## config.mk

```make
export PLATFORM = sky130hd
export DESIGN_NAME = vtt_fadd
export DESIGN_NICKNAME = d
export VERILOG_FILES = /design/src/design/vtt_pkg.sv /design/src/design/vtt_fadd.sv
export SDC_FILE = /design/constraint.sdc
export NUM_CORES = 1
export LEC_CHECK = 0
export ABC_CLOCK_PERIOD_IN_PS = 24700
export BUFFER_PORTS_ARGS = -buffer_cell sky130_fd_sc_hd__buf_4
export CORE_ASPECT_RATIO = 0.8
export CORE_UTILIZATION = 40
export CTS_BUF_LIST = sky130_fd_sc_hd__clkbuf_16
export DETAILED_ROUTE_END_ITERATION = 12
export GPL_TIMING_DRIVEN = 0
export SLEW_MARGIN = 20
export SYNTH_ARGS = -nofsm -noshare
export SYNTH_HDL_FRONTEND = slang
export SYNTH_SLANG_ARGS = --single-unit
export TNS_END_PERCENT = 100
```

## constraint.sdc

```tcl
create_clock -name clock -period 24.7 [get_ports clock]
set_input_delay 4.94 -clock clock [delete_from_list [all_inputs] [get_ports clock]]
set_output_delay 4.94 -clock clock [all_outputs]
set_load 0.02 [all_outputs]
```

## src/design/vtt_pkg.sv

```systemverilog
// vtt_pkg: shared types, constants and float helpers for vertex_tint_and_translate
// no dependencies; imported by every module of the block

package vtt_pkg;

   localparam int CSR_IDX_W = 3;

   typedef enum logic [CSR_IDX_W-1:0] {
      CSR_TINT_ENABLE = 3'd0,
      CSR_TINT_RGB    = 3'd1,
      CSR_OFFSET_X    = 3'd2,
      CSR_OFFSET_Y    = 3'd3,
      CSR_OFFSET_Z    = 3'd4
   } csr_index_type;

   localparam logic [31:0] FP_QNAN    = 32'h7FC0_0000;
   localparam logic [30:0] FP_INF_MAG = 31'h7F80_0000;
   localparam logic [31:0] FP_ONE     = 32'h3F80_0000;

   typedef struct packed {
      logic [31:0] pos_x;
      logic [31:0] pos_y;
      logic [31:0] pos_z;
      logic [31:0] color_word;
      logic [31:0] tex_u;
      logic [31:0] tex_v;
      logic [31:0] brightness;
      logic [31:0] shade_factor;
   } req_type;

   typedef struct packed {
      logic [31:0] out_pos_x;
      logic [31:0] out_pos_y;
      logic [31:0] out_pos_z;
      logic [31:0] out_color_word;
      logic [31:0] out_tex_u;
      logic [31:0] out_tex_v;
      logic [31:0] out_light;
   } rsp_type;

   typedef struct packed {
      logic        tint_enable;
      logic [23:0] tint_rgb;
      logic [31:0] off_x;
      logic [31:0] off_y;
      logic [31:0] off_z;
   } csr_cfg_type;

   typedef logic [31:0] tint_lut_type [256];

   // single precision value of k / 255, nearest even
   function automatic tint_lut_type build_tint_lut();
      tint_lut_type t;
      longint num;
      longint q;
      longint r;
      int     n;
      int     ex;
      for (int k = 0; k < 256; k++) begin
         if (k == 0) begin
            t[k] = 32'h0;
         end else if (k == 255) begin
            t[k] = FP_ONE;
         end else begin
            n = 8;
            for (int j = 8; j >= 1; j--) begin
               if ((longint'(k) << j) >= 255) n = j;
            end
            num = longint'(k) << (n + 23);
            q   = num / 255;
            r   = num % 255;
            if (2 * r > 255) q = q + 1;
            ex = 127 - n;
            if (q == (64'sd1 << 24)) begin
               q  = q >> 1;
               ex = ex + 1;
            end
            t[k] = {1'b0, 8'(ex), 23'(q)};
         end
      end
      return t;
   endfunction

   localparam tint_lut_type TINT_LUT = build_tint_lut();

   // round to nearest even and pack, bp is the biased exponent (at least 1)
   function automatic logic [31:0] round_pack(logic s, int bp, logic [23:0] m, logic g,
                                              logic st);
      logic        up;
      logic [24:0] m2;
      int          ef;
      up = g & (st | m[0]);
      m2 = {1'b0, m} + 25'(up);
      if (m2[24]) ef = bp + 1;
      else if (m2[23]) ef = bp;
      else ef = 0;
      if (ef >= 255) return {s, FP_INF_MAG};
      return {s, 8'(ef), m2[22:0]};
   endfunction

endpackage

```

## src/design/vtt_fadd.sv

```systemverilog
// vtt_fadd: three-stage single precision adder, nearest even
// align, add with leading-one search, normalize and round; depends on vtt_pkg

module vtt_fadd (
   input  logic        clock,
   input  logic        ce,
   input  logic [31:0] a,
   input  logic [31:0] b,
   output logic [31:0] y
);
   import vtt_pkg::*;

   typedef struct packed {
      logic        nan;
      logic        inf;
      logic        inf_sign;
      logic        sign;
      logic        zsign;
      logic        sub;
      logic [7:0]  ebig;
      logic [26:0] big;
      logic [26:0] small_m;
   } faa_type;

   typedef struct packed {
      logic        nan;
      logic        inf;
      logic        inf_sign;
      logic        sign;
      logic        zsign;
      logic [7:0]  ebig;
      logic [27:0] sum;
      logic [4:0]  lead;
   } fab_type;

   faa_type     al_ff;
   faa_type     al_in;
   fab_type     sm_ff;
   fab_type     sm_in;
   logic [31:0] y_ff;
   logic [31:0] y_in;

   function automatic faa_type fadd_align(logic [31:0] x, logic [31:0] z);
      faa_type     r;
      logic [31:0] hi;
      logic [31:0] lo;
      logic        nan_x;
      logic        nan_z;
      logic        inf_x;
      logic        inf_z;
      logic [7:0]  elo;
      logic [26:0] lo27;
      int          d;
      nan_x = (x[30:23] == 8'hFF) && (x[22:0] != 23'h0);
      nan_z = (z[30:23] == 8'hFF) && (z[22:0] != 23'h0);
      inf_x = x[30:0] == FP_INF_MAG;
      inf_z = z[30:0] == FP_INF_MAG;
      if (x[30:0] >= z[30:0]) begin
         hi = x;
         lo = z;
      end else begin
         hi = z;
         lo = x;
      end
      r.nan      = nan_x | nan_z | (inf_x & inf_z & (x[31] ^ z[31]));
      r.inf      = inf_x | inf_z;
      r.inf_sign = inf_x ? x[31] : z[31];
      r.sign     = hi[31];
      r.zsign    = x[31] & z[31];
      r.sub      = x[31] ^ z[31];
      r.ebig     = (hi[30:23] == 8'h0) ? 8'd1 : hi[30:23];
      elo        = (lo[30:23] == 8'h0) ? 8'd1 : lo[30:23];
      r.big      = {hi[30:23] != 8'h0, hi[22:0], 3'b000};
      lo27       = {lo[30:23] != 8'h0, lo[22:0], 3'b000};
      d          = int'(r.ebig) - int'(elo);
      if (d >= 27) begin
         r.small_m = {26'h0, |lo27};
      end else begin
         r.small_m = (lo27 >> d) | 27'(|(lo27 & ((27'd1 << d) - 27'd1)));
      end
      return r;
   endfunction

   function automatic fab_type fadd_sum(faa_type p);
      fab_type r;
      r.nan      = p.nan;
      r.inf      = p.inf;
      r.inf_sign = p.inf_sign;
      r.sign     = p.sign;
      r.zsign    = p.zsign;
      r.ebig     = p.ebig;
      r.sum      = p.sub ? ({1'b0, p.big} - {1'b0, p.small_m})
                         : ({1'b0, p.big} + {1'b0, p.small_m});
      r.lead     = 5'h0;
      for (int i = 0; i < 28; i++) begin
         if (r.sum[i]) r.lead = 5'(i);
      end
      return r;
   endfunction

   function automatic logic [31:0] fadd_round(fab_type p);
      logic [27:0] n;
      logic        lost;
      int          be;
      int          bp;
      int          shl;
      if (p.nan) return FP_QNAN;
      if (p.inf) return {p.inf_sign, FP_INF_MAG};
      if (p.sum == 28'h0) return {p.zsign, 31'h0};
      be  = int'(p.lead) + int'(p.ebig) - 26;
      bp  = (be < 1) ? 1 : be;
      shl = int'(p.ebig) - bp;
      if (shl < 0) begin
         n    = {1'b0, p.sum[27:1]};
         lost = p.sum[0];
      end else begin
         n    = p.sum << shl;
         lost = 1'b0;
      end
      return round_pack(p.sign, bp, n[26:3], n[2], n[1] | n[0] | lost);
   endfunction

   assign al_in = fadd_align(a, b);
   assign sm_in = fadd_sum(al_ff);
   assign y_in  = fadd_round(sm_ff);

   always_ff @(posedge clock) begin
      if (ce) begin
         al_ff <= al_in;
         sm_ff <= sm_in;
         y_ff  <= y_in;
      end
   end

   assign y = y_ff;

endmodule

```

Word-level counts from Yosys, hierarchy flattened
Index checks and enable logic that the tools add are counted.
- logic and storage cells: 135
- bits in latches: 0
- memory bits (read-only): 0
- RAM bits: 0
- output and inout port bits: 32
- flip-flop bits (word level): 143
- memories kept: 0
- bitwise operators: 13
- $add $sub $neg: 9
- equal/unequal tests: 4
- multipliers: 0
- magnitude comparators: 5
- shift operators: 3
- reductions and logical operators: 14
- mux-type cells: 65
- divide/modulo/power cells: 0
- operator list (operator ; count):
    32-bit two-way mux ; 15
    27-bit two-way mux ; 4
    5-bit two-way mux ; 14
    31-bit equality test (second input constant) ; 2
    23-bit nonzero test ; 2
    32-bit by 2-bit adder with 32-bit output (second input constant) ; 1
    32-bit by 9-bit greater-or-equal comparator with 1-bit output (second input constant) ; 1
    32-bit by 1-bit < comparator with 1-bit output (second input constant) ; 1
    4-bit two-way mux ; 8
    1-bit by 32-bit << shifter with 27-bit output (first input constant) ; 1
    28-bit by 32-bit << shifter with 27-bit output ; 1
    27-bit by 32-bit right shift with 27-bit output ; 1
    9-bit by 32-bit subtractor with 32-bit output ; 1
    31-bit greater-or-equal comparator ; 1
    31-bit two-way mux ; 1
    27-bit by 27-bit adder with 28-bit output ; 1
    28-bit zero test ; 1
    28-bit two-way mux ; 1
    27-bit by 27-bit subtractor with 28-bit output ; 1
    27-bit AND ; 1
    27-bit by 1-bit bitwise OR with 27-bit output ; 1
    27-bit OR reduction ; 1
    27-bit by 1-bit subtractor with 27-bit output (second input constant) ; 1
    24-bit by 1-bit adder with 25-bit output ; 1
    19 further kinds ; 50

Longest topological paths before layout
- word-level depth: 29
- gate-level depth with buffers: 47

Worst setup path after synthesis
Ideal clock, no wire load.
- kind: input to register
- start: in b[1]
- end: reg al_ff[0] (netlist name), data pin
- stages on the path: 32
- path buffers: 5
- arrival time: 11.607 ns
- setup slack: 12.821 ns
- required time: 24.428 ns
- library setup time: 0.272 ns
- cells stage by stage: inv_1 > ha_1 > nor2b_1 > o21a_1 > o21a_1 > o211ai_1 > a21oi_1 > o21a_1 > clkbuf_1 > nor2_1 > buf_1 > clkbuf_1 > buf_1 > clkbuf_1 > nand2_1 > o211ai_1 > ha_1 > inv_1 > fa_1 > a21o_1 > a21oi_1 > o21bai_1 > a211oi_1 > a31o_2 > a31oi_1 > or4b_2 > a211o_1 > o2111ai_1 > o2111ai_1 > nor4bb_1 > o2111a_1 > a21oi_1
- RTL lines (item ; line ; source):
    start: declaration ; vtt_fadd.sv:8 ; input logic [31:0] b,
    end signal: assignment ; vtt_fadd.sv:129 ; al_ff <= al_in;
    end: declaration ; vtt_fadd.sv:36 ; faa_type al_ff;

==> flow_metrics.tcl <==
set metrics [dict create \
    async_flop_share 0 \
    vdd_drop_max_mv 0.0502 \
    fin_cells 2443 \
    pwr-share-comb 0.665 \
    postPlaceCellArea_mm2 0.0170 \
    finalMaxSlewViolations 0 \
    drc 0 \
    cp_data_required_time_ns 24.82 \
    dieArea_mm2 0.0397 \
    cpMaxStageDelayCell "nor3_1" \
    fp-row-count 64 \
    diodes 0 \
    multi_input_area_mm2 0.0104 \
    nFillCells 3801 \
    crit_type "in2reg" \
    ys_warn_count 0 \
    synth_edf_count 143 \
    wirelength_mm 58.5 \
    hold_viol_final 0 \
    synthToLayoutAreaGrowth_pct 12.4 \
    fmax_ghz 0.0706 \
    rsz0062_at_grt "no" \
    ys_ff_latch 143 \
    swShare 0.522 \
    synthCells 1818 \
    yosys.area_share.simple 0.215 \
    vias 15300 \
    tns_ns 0 \
    grt_pass1_wl_mm 88.3 \
    core-area_mm2 0.0383 \
    syn_avg_cell_area_um2 8.57 \
    synthesis.nets 2016 \
    dr.pass1.iters 8 \
    synth_top_family_by_area "simple AND/OR/NAND/NOR gates" \
    portBuffers 97 \
    path_max_fanout 10 \
    final_util 0.457 \
    dp_hpwl_mm 47.0 \
    synth_seq_area_share 0.276 \
    finalCritPeriodShare 0.574 \
    cts_tree "done" \
    place_inst 2411 \
    layout-drive-gt1-share 0.120 \
    die_x_um 223 \
    track_usage 0.296 \
    stdcell_area_mm2 0.0175 \
    status "completed" \
    slew_headroom 0.375 \
    ys.flop_type "edfxtp_1" \
    fin_skew_ns 0.0158 \
    avgRoutedWirePerCell_um 23.9 \
    post_cts_buffers 0 \
    die_h_um 178 \
    antenna_found_initial 0 \
    cap_violations 0 \
    grt_pass1_vias 14200 \
    crit_arrival_ns 14.29 \
    ant_nets 0 \
    path_clk_slew_ns 0.07 \
    intPower_mw 0.864 \
    synthMuxAreaShare 0.0992 \
    cts_inserted_buffers 17 \
    finalCriticalPeriod_ns 14.17 \
    io_pins 98 \
    synth_cell_type_count 99 \
    grt_overflow 0 \
    hold_buffers 0 \
    setup_viol 0 \
    clockBufferDepth 2 \
    powerDensity_mw_per_mm2 103 \
    cts-root-buf "clkbuf_16" \
    yosys.area_share.adder 0.108 \
    regArea_mm2 0.00429 \
    clock_power_share 0.137 \
    end_kind "flop" \
    syn-cell-area_mm2 0.0156 \
    clock-sinks 143 \
    worstHoldPathType "reg2reg" \
    grt_max_degree 99 \
    p_switching_mw 0.942 \
    synth_xor_xnor_area_share 0.0387 \
    power_frac_seq 0.198 \
    drt_first_iter_violations 1759 \
    max_stage_delay_ns 0.83 \
    clk_latency_ns 0.45 \
    synth_compound_area_frac 0.210 \
    place_congestion 0.989 \
    start_kind "primary input" \
    cts_resized 0 \
    cts_max_level 4 \
    p_total_mw 1.81 \
    via_per_inst 6.26 \
    tightest_slew_ns 0.928 \
    initial_core_util 0.407 \
    p_leak_nw 6.79 \
    final_nets 2133 \
]
worst max-delay path, delay by kind of cell:
family          cells  cell delay (ns)
compound gates     16             3.84
fa+ha+maj           3             0.95
buf+inv             8             2.81
simple gates        4             1.76
worst paths after layout:
check / slack [ns] / from / depth (start not counted) / to
setup reg to reg: 12.96 / sm_ff[34]$_DFFE_PP_ / 45 / y[2]$_SDFFCE_PP0P_
hold / removal: 0.41 / al_ff[58]$_DFFE_PP_ / 0 / sm_ff[37]$_DFFE_PP_
hold reg to reg: 0.41 / al_ff[58]$_DFFE_PP_ / 0 / sm_ff[37]$_DFFE_PP_
setup / recovery: 10.53 / b[8] / 31 / al_ff[0]$_DFFE_PP_
layout by cell type (no fill, tap or decap), types with 22 or more instances in the layout:
cell type,synthesis,routed
nand2_1,175,175
edfxtp_1,143,143
nor2_1,134,134
ha_1,128,128
inv_1,120,121
a21oi_1,120,120
o21ai_0,112,112
buf_4,5,101
mux2i_1,71,71
nor3_1,70,70
clkbuf_1,58,58
nand3_1,49,49
xnor2_1,46,46
nand4_1,40,40
nor4_1,37,37
mux4_2,29,29
nand2b_1,25,25
a31oi_1,24,24
nor2b_1,22,22
sequential cells by signal, indices dropped and copies added, names as in the netlist:
| signal | count |
|---|---|
| al_ff | 65 |
| sm_ff | 46 |
| y | 32 |
power by group through the flow:
stage / combinational [mW] / clock (mW) / sequential (mW)
3_5_place_dp: 1.15 / 0 / 0.361
4_1_cts: 1.16 / 0.252 / 0.356
2_1_floorplan: 0.806 / 0 / 0.344
6_report: 1.20 / 0.247 / 0.357
5_1_grt: 1.29 / 0.260 / 0.360
3_3_place_gp: 1.15 / 0 / 0.361
synthesized netlist by cell type (8+ instances only):
cell type | number | share of area
nand4_1 | 40 | 0.016
clkbuf_1 | 58 | 0.014
nand2b_1 | 25 | 0.010
edfxtp_1 | 143 | 0.28
a211o_1 | 11 | 0.0062
buf_1 | 11 | 0.0027
o31ai_1 | 12 | 0.0058
xor2_1 | 19 | 0.011
nor2_1 | 134 | 0.032
or2_2 | 12 | 0.0048
nor3b_1 | 10 | 0.0048
nand3_1 | 49 | 0.016
nor2b_1 | 22 | 0.0088
mux2i_1 | 71 | 0.046
o211ai_1 | 21 | 0.010
a21oi_1 | 120 | 0.039
nor3_1 | 70 | 0.022
mux2_2 | 16 | 0.012
ha_1 | 128 | 0.10
xnor2_1 | 46 | 0.026
nand2_1 | 175 | 0.042
a211oi_1 | 17 | 0.0082
o21a_1 | 16 | 0.0077
a31oi_1 | 24 | 0.0096
inv_1 | 120 | 0.029
and3_1 | 15 | 0.0060
buf_2 | 8 | 0.0026
or3_1 | 15 | 0.0060
o21bai_1 | 19 | 0.0092
nor4_1 | 37 | 0.015
and2_1 | 14 | 0.0056
a21o_1 | 21 | 0.010
o21ai_0 | 112 | 0.036
mux4_2 | 29 | 0.042
o22ai_1 | 15 | 0.0060
layer usage:
metal / vias to the layer above / wire, µm / GRT usage
met1: 7389 / 29000 / 0.452
met3: 49 / 5960 / 0.0789
li1: 7112 / - / -
met2: 743 / 22900 / 0.412
met4: 0 / 618 / 0.0517
met5: - / 0 / 0
cell type report:
cell class / instances / area share
Tap cell: 495 / 0.0354
Multi-Input combinational cell: 1468 / 0.597
Timing Repair Buffer: 98 / 0.0436
Inverter: 121 / 0.0259
Clock buffer: 17 / 0.0243
Clock inverter: 15 / 0.00700
Sequential cell: 143 / 0.245
Buffer: 86 / 0.0218
kinds of logic after synthesis:
group / Yosys count
adder cells (fa/ha/maj): 132
multiplexers: 116
flip-flops: 143
buffers and inverters: 207
XOR/XNOR: 67
AND/OR/NAND/NOR: 658
AO/OA/AOI/OAI: 495
through the flow:
stage          setup WS (ns)  hold slack, ns
6_report               10.53           0.412
5_1_grt                10.05           0.418
4_1_cts                10.91           0.413
3_5_place_dp           10.46           0.405
3_3_place_gp           10.51           0.403
2_1_floorplan          12.82           0.400
Power figures use the tool's default switching activity.
