File: src/design/vtt_pkg.sv
// vtt_pkg: shared types, constants and float helpers for vertex_tint_and_translate
// no dependencies; imported by every module of the block

package vtt_pkg;

   localparam int CSR_IDX_W = 3;

   typedef enum logic [CSR_IDX_W-1:0] {
      CSR_TINT_ENABLE = 3'd0,
      CSR_TINT_RGB    = 3'd1,
      CSR_OFFSET_X    = 3'd2,
      CSR_OFFSET_Y    = 3'd3,
      CSR_OFFSET_Z    = 3'd4
   } csr_index_type;

   localparam logic [31:0] FP_QNAN    = 32'h7FC0_0000;
   localparam logic [30:0] FP_INF_MAG = 31'h7F80_0000;
   localparam logic [31:0] FP_ONE     = 32'h3F80_0000;

   typedef struct packed {
      logic [31:0] pos_x;
      logic [31:0] pos_y;
      logic [31:0] pos_z;
      logic [31:0] color_word;
      logic [31:0] tex_u;
      logic [31:0] tex_v;
      logic [31:0] brightness;
      logic [31:0] shade_factor;
   } req_type;

   typedef struct packed {
      logic [31:0] out_pos_x;
      logic [31:0] out_pos_y;
      logic [31:0] out_pos_z;
      logic [31:0] out_color_word;
      logic [31:0] out_tex_u;
      logic [31:0] out_tex_v;
      logic [31:0] out_light;
   } rsp_type;

   typedef struct packed {
      logic        tint_enable;
      logic [23:0] tint_rgb;
      logic [31:0] off_x;
      logic [31:0] off_y;
      logic [31:0] off_z;
   } csr_cfg_type;

   typedef logic [31:0] tint_lut_type [256];

   // single precision value of k / 255, nearest even
   function automatic tint_lut_type build_tint_lut();
      tint_lut_type t;
      longint num;
      longint q;
      longint r;
      int     n;
      int     ex;
      for (int k = 0; k < 256; k++) begin
         if (k == 0) begin
            t[k] = 32'h0;
         end else if (k == 255) begin
            t[k] = FP_ONE;
         end else begin
            n = 8;
            for (int j = 8; j >= 1; j--) begin
               if ((longint'(k) << j) >= 255) n = j;
            end
            num = longint'(k) << (n + 23);
            q   = num / 255;
            r   = num % 255;
            if (2 * r > 255) q = q + 1;
            ex = 127 - n;
            if (q == (64'sd1 << 24)) begin
               q  = q >> 1;
               ex = ex + 1;
            end
            t[k] = {1'b0, 8'(ex), 23'(q)};
         end
      end
      return t;
   endfunction

   localparam tint_lut_type TINT_LUT = build_tint_lut();

   // round to nearest even and pack, bp is the biased exponent (at least 1)
   function automatic logic [31:0] round_pack(logic s, int bp, logic [23:0] m, logic g,
                                              logic st);
      logic        up;
      logic [24:0] m2;
      int          ef;
      up = g & (st | m[0]);
      m2 = {1'b0, m} + 25'(up);
      if (m2[24]) ef = bp + 1;
      else if (m2[23]) ef = bp;
      else ef = 0;
      if (ef >= 255) return {s, FP_INF_MAG};
      return {s, 8'(ef), m2[22:0]};
   endfunction

endpackage

File: src/design/vtt_fmul.sv
// vtt_fmul: two-stage single precision multiplier, nearest even
// stage 1 mantissa product, stage 2 normalize and round; depends on vtt_pkg

module vtt_fmul (
   input  logic        clock,
   input  logic        ce,
   input  logic [31:0] a,
   input  logic [31:0] b,
   output logic [31:0] y
);
   import vtt_pkg::*;

   typedef struct packed {
      logic        sign;
      logic        nan;
      logic        inf;
      logic        zero;
      logic [8:0]  esum;
      logic [47:0] prod;
   } fmp_type;

   fmp_type     pre_ff;
   fmp_type     pre_in;
   logic [31:0] y_ff;
   logic [31:0] y_in;

   function automatic fmp_type fmul_pre(logic [31:0] x, logic [31:0] z);
      fmp_type r;
      logic    nan_x;
      logic    nan_z;
      logic    inf_x;
      logic    inf_z;
      logic    zer_x;
      logic    zer_z;
      nan_x  = (x[30:23] == 8'hFF) && (x[22:0] != 23'h0);
      nan_z  = (z[30:23] == 8'hFF) && (z[22:0] != 23'h0);
      inf_x  = x[30:0] == FP_INF_MAG;
      inf_z  = z[30:0] == FP_INF_MAG;
      zer_x  = x[30:0] == 31'h0;
      zer_z  = z[30:0] == 31'h0;
      r.sign = x[31] ^ z[31];
      r.nan  = nan_x | nan_z | (inf_x & zer_z) | (inf_z & zer_x);
      r.inf  = inf_x | inf_z;
      r.zero = zer_x | zer_z;
      r.esum = 9'((x[30:23] == 8'h0) ? 8'd1 : x[30:23])
             + 9'((z[30:23] == 8'h0) ? 8'd1 : z[30:23]);
      r.prod = 48'({x[30:23] != 8'h0, x[22:0]}) * 48'({z[30:23] != 8'h0, z[22:0]});
      return r;
   endfunction

   function automatic logic [31:0] fmul_post(fmp_type p);
      logic [63:0] p64;
      logic [63:0] t;
      logic [23:0] m;
      logic        g;
      logic        st;
      int          lead;
      int          ex;
      int          be;
      int          bp;
      int          sh;
      if (p.nan) return FP_QNAN;
      if (p.inf) return {p.sign, FP_INF_MAG};
      if (p.zero) return {p.sign, 31'h0};
      lead = 0;
      for (int i = 0; i < 48; i++) begin
         if (p.prod[i]) lead = i;
      end
      p64 = {16'h0, p.prod};
      ex  = int'(p.esum);
      be  = lead + ex - 173;
      bp  = (be < 1) ? 1 : be;
      sh  = bp + 150 - ex;
      if (sh <= 0) begin
         t  = p64 << (-sh);
         m  = t[23:0];
         g  = 1'b0;
         st = 1'b0;
      end else if (sh > 49) begin
         m  = 24'h0;
         g  = 1'b0;
         st = |p.prod;
      end else begin
         t  = p64 >> (sh - 1);
         m  = t[24:1];
         g  = t[0];
         st = |(p64 & ((64'd1 << (sh - 1)) - 64'd1));
      end
      return round_pack(p.sign, bp, m, g, st);
   endfunction

   assign pre_in = fmul_pre(a, b);
   assign y_in   = fmul_post(pre_ff);

   always_ff @(posedge clock) begin
      if (ce) begin
         pre_ff <= pre_in;
         y_ff   <= y_in;
      end
   end

   assign y = y_ff;

endmodule

File: config.mk
export PLATFORM = sky130hd
export DESIGN_NAME = vtt_fmul
export DESIGN_NICKNAME = d
export VERILOG_FILES = /design/src/design/vtt_pkg.sv /design/src/design/vtt_fmul.sv
export SDC_FILE = /design/constraint.sdc
export NUM_CORES = 2
export LEC_CHECK = 0
export ABC_AREA = 0
export BUFFER_PORTS_ARGS = -buffer_cell sky130_fd_sc_hd__buf_2
export CORE_ASPECT_RATIO = 0.9
export CORE_UTILIZATION = 35
export CTS_CLUSTER_SIZE = 30
export DETAILED_ROUTE_END_ITERATION = 12
export GPL_ROUTABILITY_DRIVEN = 0
export GPL_TIMING_DRIVEN = 0
export PLACE_DENSITY = 0.51
export SLEW_MARGIN = 20
export SYNTH_ARGS = -nofsm -noshare
export SYNTH_HDL_FRONTEND = slang
export SYNTH_SLANG_ARGS = --single-unit
File: constraint.sdc
create_clock -name clock -period 11.46 [get_ports clock]
set_input_delay 3.438 -clock clock [delete_from_list [all_inputs] [get_ports clock]]
set_output_delay 3.438 -clock clock [all_outputs]
set_load 0.03 [all_outputs]
== After elaboration in Yosys (flattened, before gate mapping) ==
Index checks and enable logic that the tools add are counted.
Word-level totals
  bits in read-only memories: 0
  output and inout port bits: 32
  memories: 0
  word-level logic and storage cells: 143
  register bits: 93
  input port bits: 66
  bits in latches: 0
  memory bits (writable): 0
Cells by class
  $add $sub $neg: 10
  $lt $le $gt $ge: 4
  equality and inequality tests: 4
  shift operators: 3
  mux-type cells: 91
  divide/modulo/power cells: 0
  bitwise logic cells: 11
  reduce and logical (&&, ||, !) cells: 12
  $mul: 1
Operators by type and width (count)
  2-to-1 mux 32 bit: 63
  2-to-1 mux 24 bit: 5
  bitwise AND 48 x 64 -> 64 bit: 1
  OR reduction 64 bit: 1
  left shift 1 x 32 -> 64 bit (first input constant): 1
  subtractor 64 x 1 -> 64 bit (second input constant): 1
  equality test 31 bit (second input constant): 2
  logical NOT 31 bit: 2
  multiplier 24 x 24 -> 48 bit: 1
  OR reduction 48 bit: 1
  left shift 48 x 32 -> 24 bit: 1
  right shift 48 x 32 -> 25 bit: 1
  nonzero test 23 bit: 2
  adder 32 x 10 -> 32 bit: 1
  adder 32 x 2 -> 32 bit (second input constant): 1
  adder 32 x 9 -> 32 bit (second input constant): 1
  >= comparator 32 x 9 -> 1 bit (second input constant): 1
  greater-than comparator 32 x 7 -> 1 bit (second input constant): 1
  less-or-equal comparator 32 x 1 -> 1 bit (second input constant): 1
  < comparator 32 x 2 -> 1 bit (second input constant): 1
  negator 32 bit: 1
  subtractor 32 x 10 -> 32 bit: 1
  subtractor 32 x 2 -> 32 bit (second input constant): 1
  subtractor 32 x 9 -> 32 bit (second input constant): 1
  11 further kinds: 43

== Depth between registers and ports, before layout ==
  word-level depth: 83
  depth in mapped cells: 68
  depth with buffers taken out: 59

== Worst setup path after synthesis ==
OpenSTA, ideal clock, no wires.
  path kind: reg-to-reg
  start: register pre_ff[5] in the netlist's numbering
  end: register y_ff[30] (netlist: y[30]), data pin
  data required time: 11.201 ns
  path buffers: 12
  data arrival time: 12.124 ns
  clock period less this slack: 12.383 ns
  setup slack: -0.923 ns
  library setup time: 0.259 ns
  cell stages (with the launch flop): 65
  cell sequence: edfxtp_1 -> clkbuf_1 -> nor3_1 -> o31ai_1 -> a211oi_1 -> nor3_1 -> nor3_1 -> nor3_1 -> nor3_1 -> nor3_1 -> nor3_1 -> nor3_1 -> o31ai_1 -> a211oi_1 -> o31ai_1 -> a21boi_0 -> nor3_1 -> nor3_1 -> [29 not listed] -> a21oi_1 -> nand2_1 -> o211ai_1 -> o21ai_0 -> a211oi_1 -> a31oi_1 -> nor3_2 -> and2_1 -> ha_1 -> clkbuf_1 -> nand2_1 -> a21oi_1 -> nand4_2 -> clkbuf_1 -> nor3b_1 -> a221o_1 -> or4b_1 -> a211o_1
Between the ends
  longest elaborated chain between the ends: 79
  elaborated cells on any way between the ends: 96
  those cells by class: add/sub: 9; order compare: 4; shift: 3; mux: 75; bitwise: 3; reduce/logical: 2
RTL lines
  from (decl): line vtt_fmul.sv:22  | fmp_type pre_ff;
  from (signal assigned): line vtt_fmul.sv:97  | pre_ff <= pre_in;
  2-to-1 mux 32 bit (43 in a row): line vtt_fmul.sv:67  | if (p.prod[i]) lead = i;
  2-to-1 mux 32 bit: line vtt_fmul.sv:65  | lead = 0;
  2-to-1 mux 32 bit: line vtt_fmul.sv:64  | if (p.zero) return {p.sign, 31'h0};
  2-to-1 mux 32 bit: line vtt_fmul.sv:63  | if (p.inf) return {p.sign, FP_INF_MAG};
  adder 32 x 10 -> 32 bit: line vtt_fmul.sv:71  | be = lead + ex - 173;
  subtractor 32 x 9 -> 32 bit: line vtt_fmul.sv:71
  < comparator 32 x 2 -> 1 bit: line vtt_fmul.sv:72  | bp = (be < 1) ? 1 : be;
  2-to-1 mux 32 bit: line vtt_fmul.sv:72
  [21 not listed]
  2-to-1 mux 1 bit: line vtt_pkg.sv:97  | if (ef >= 255) return {s, FP_INF_MAG};
  2-to-1 mux 1 bit: line vtt_fmul.sv:65
  2-to-1 mux 1 bit: line vtt_fmul.sv:64
  2-to-1 mux 1 bit: line vtt_fmul.sv:63
  2-to-1 mux 32 bit (*): line vtt_pkg.sv:98  | return {s, 8'(ef), m2[22:0]};
  2-to-1 mux 32 bit (*): line vtt_fmul.sv:65
  2-to-1 mux 32 bit (*): line vtt_fmul.sv:64
  2-to-1 mux 32 bit (*): line vtt_fmul.sv:63
  to (signal assigned): line vtt_fmul.sv:98  | y_ff <= y_in;
  to (decl): line vtt_fmul.sv:24  | logic [31:0] y_ff;
Every way passes the cells marked *; elsewhere a longest branch is shown, timed or not. The select of a mux whose other input is x is not followed.
A chain may end at the register's enable or synchronous reset.

== Worst setup path after layout ==
  start: register pre_ff[2] in the netlist's numbering
  end: register y_ff[30] (netlist: y[30]), data pin
Between the ends
  longest elaborated chain between the ends: 82
  elaborated cells on any way between the ends: 99
  those cells by class: add/sub: 9; order compare: 4; shift: 3; mux: 78; bitwise: 3; reduce/logical: 2
RTL lines (line)
  2-to-1 mux 32 bit (46 in a row): vtt_fmul.sv:67
  2-to-1 mux 32 bit: vtt_fmul.sv:65
  2-to-1 mux 32 bit: vtt_fmul.sv:64
  2-to-1 mux 32 bit: vtt_fmul.sv:63
  adder 32 x 10 -> 32 bit: vtt_fmul.sv:71
  subtractor 32 x 9 -> 32 bit: vtt_fmul.sv:71
  < comparator 32 x 2 -> 1 bit: vtt_fmul.sv:72
  2-to-1 mux 32 bit: vtt_fmul.sv:72
  [21 not listed]
  2-to-1 mux 1 bit: vtt_pkg.sv:97
  2-to-1 mux 1 bit: vtt_fmul.sv:65
  2-to-1 mux 1 bit: vtt_fmul.sv:64
  2-to-1 mux 1 bit: vtt_fmul.sv:63
  2-to-1 mux 32 bit (*): vtt_pkg.sv:98
  2-to-1 mux 32 bit (*): vtt_fmul.sv:65
  2-to-1 mux 32 bit (*): vtt_fmul.sv:64
  2-to-1 mux 32 bit (*): vtt_fmul.sv:63
Marks and branches as above.

==> summary.txt <==
Status
  – Outcome: finished, violations left
  – Failing checks: negative setup slack

Hold path
  – Worst hold path cell count: 1
  – Min-Delay Path Class: reg2reg

Place
  – DP Wirelength: approximately 100000 um
  – I/O Buffers: 83
  – Pre-CTS setup slack: -4.558 ns

Global routing
  – Initial antenna violation count: 1
  – Grt total ovfl: 0
  – Vias in the first global route: 30020
  – First-pass GRT wire length: about 190000 um
  – Largest net degree at the start of global routing: 72
  – GRT Util Overall: 26.96%

CTS
  – Level count of the clock H-tree: 3
  – Clock transition at path regs: 0.08 ns
  – Cts bufs inserted: 9
  – Clk buf depth: 2
  – CTS tree: yes
  – Root buf cell: clkbuf_16
  – Clk sinks: slightly above 90
  – Skew-Pair Late Insertion Delay: 0.39 ns

Worst setup path
  – Worst Reg-to-Reg Cells: 64
  – CP max-delay cell: or4b_4
  – Critical path's largest stage delay: 0.55 ns
  – Setup CP Type: reg2reg
  – Worst setup SP type: register
  – CP Capture Type: register
  – Worst endpoint data arrival time: approximately 13 ns
  – CP dominant cell by count: o21bai_1
  – Required @ worst endpoint: 11.61 ns
  – Critical Path Fanout Max: 5

Drt
  – Vias: 30220
  – Routed WL: 126200 um
  – Final antenna-violating net count: 0
  – DRT Pass-1 Iters: 6
  – DRT iter0 DRCs: 3162
  – Vias/cell: 5.627
  – Routed WL per cell: 23.50 um
  – DRC viols: 0

Timing
  – Worst-margin pin slew: 1.128 ns
  – Final Setup Violations: 31
  – Final min period: 12.77 ns
  – Period utilization: 111.5%
  – RSZ-0062 raised after global routing: true
  – Final hold violation count: 0
  – Skew final: 0.01825 ns
  – Worst setup margin: -1.313 ns
  – Max Fclk: 78.29 MHz
  – Max Slew Vio Count: 0
  – Worst slew margin: 24.51%
  – Final hold slack: 0.5421 ns

Cells and area
  – Share of cells above drive strength 1: a little over an eighth
  – Fin nets: 4923
  – Area grow syn2layout: 13.72%

Logic synthesis
  – Yosys warns: 0
  – Syn Nets: 4737
  – Post-synth top area cell: fa_1
  – Avg Cell Area, Syn: slightly above 8 um^2
  – Top post-synthesis cells by area: fa_1 30%, ha_1 9.3%, edfxtp_1 8.6%
  – Most used DFF post-synth: edfxtp_1
  – Synth Cell Area: 32310 um^2
  – FFs w/ async S/R, synth: 0%
  – Register bit total from synthesis: 93
  – Mapped Cells: 3947
  – Post-synth EDFFs: between 90 and 100
  – Number of library cell types mapped by synthesis: 103
  – Yosys top cell area share: 30.05%
  – Seq/Total Area, Yosys: under 10%

Floorplanning
  – Total core area: 91310 um^2
  – Die width: ~320 um
  – # IOs: 98
  – Die area: just over 90000 um^2
  – Row cnt: 105
  – Die Span Y: around 290 um
  – Initial Util: 35.39%

Flow run
  – Maximum Capacitance Violations: 0
[cells by family after synthesis]
family / after synthesis / share of synthesized area, %
multiplexers: 120 / 4.864
buffers and inverters: 820 / 9.643
adder cells (fa/ha/maj): 724 / 39.31
AND/OR/NAND/NOR: 1430 / 21.40
flip-flops: 93 / 8.643
AO/OA/AOI/OAI: 657 / 13.35
XOR/XNOR: 103 / 2.792
[layer usage]
layer	vias to the layer above	share of wire, %	wire, um	track usage (%)
met5	-	0	0	0
met1	14830	42	53380	36.68
met3	325	8.7	10980	4.997
met4	0	5.5	6922	12.02
met2	1593	44	54930	41.54
li1	13470	-	-	-
[flip-flops by register name, indices dropped and copies added, names as in the netlist]
name	cells
y	32
pre_ff	61
[Yosys cell counts, drive strengths merged, types with 72 or more instances]
cell and n:
nor2 214, nand2 601, nor3 79, inv 564
o21ai 130, and2 210, edfxtp 93, a21oi 188
xnor2 73, clkbuf 225, nand3 72, ha 239
fa 485, mux2i 76
[placed cells by master, fill, tap and decap left out, types with 14 or more instances in the layout]
cell type  netlist  layout
nand2_1        600     598
inv_1          563     557
fa_1           485     483
ha_1           239     227
and2_1         210     209
nor2_1         214     188
a21oi_1        185     166
clkbuf_1       225     131
o21ai_0        126     119
buf_4            2      97
buf_2           12      96
edfxtp_1        93      93
mux2i_1         76      75
nand3_1         71      69
nor3_1          75      66
xnor2_1         73      66
clkbuf_2         0      65
nand4_1         48      48
nor4_1          46      39
and3_1          40      38
o211ai_1        37      37
a31oi_1         38      35
a21o_1          33      32
a211oi_1        36      31
mux4_2          28      28
xor2_1          30      25
nand2b_1        22      20
a21oi_2          2      19
o31ai_1         22      19
o21bai_1        18      18
mux2_2          16      15
nor2_4           0      15
or2_2           14      14
o21a_1          14      14
or3_1           15      14
[worst max-delay path: cells and delay by family, from the launching register on]
| family | cells | cell delay, ns |
|---|---|---|
| compound gates | 32 | 5.55 |
| fa+ha+maj | 9 | 2.02 |
| buf+inv | 10 | 1.17 |
| flops | 1 | 0.41 |
| simple gates | 13 | 3.38 |
[cell type report]
type / count / area [um^2]
antenna: 2 / 5.005
buffer: 243 / 1194
clock buffer: 9 / 225.2
clock inverter: 7 / 63.81
fill: 9397 / 54560
inverter: 565 / 2131
multi-input combinational: 3034 / 27500
sequential: 93 / 2793
tap: 1230 / 1539
timing repair buffer: 187 / 1289
[through the flow]
| stage | cells | utilization (%) | TNS (ns) | area (um^2) |
|---|---|---|---|---|
| 4_1_cts | 5343 | 39.31 | -41.92 | 35900 |
| 6_report | 5370 | 40.24 | -38.41 | 36740 |
| 5_1_grt | 5368 | 40.24 | -52.19 | 36740 |
| 2_1_floorplan | 3947 | - | -0.1690 | 32490 |
| 3_5_place_dp | 5262 | 37.78 | -141.75 | 34490 |
| 3_3_place_gp | 5260 | 37.72 | -145.15 | 34440 |
[final timing paths]
check,to,start,slack (ns)
worst max-delay path,y[30],pre_ff[2],-1.31
worst min-delay path,y[31],pre_ff[60],0.54
worst max register to register,y[30],pre_ff[2],-1.31
worst min register to register,y[31],pre_ff[60],0.54
[repair_timing]
action	in CTS	in global routing
gates resized for setup	161	226
endpoints found under the setup margin	38	40
endpoints found under the hold margin	0	0
hold buffers	0	0
setup buffers	75	26
cloned	2	0
pin swaps	49	78
Power is left out: the tool's default activity adds up to more than one toggle a clock period on the data nets, which glitch-free logic cannot reach.
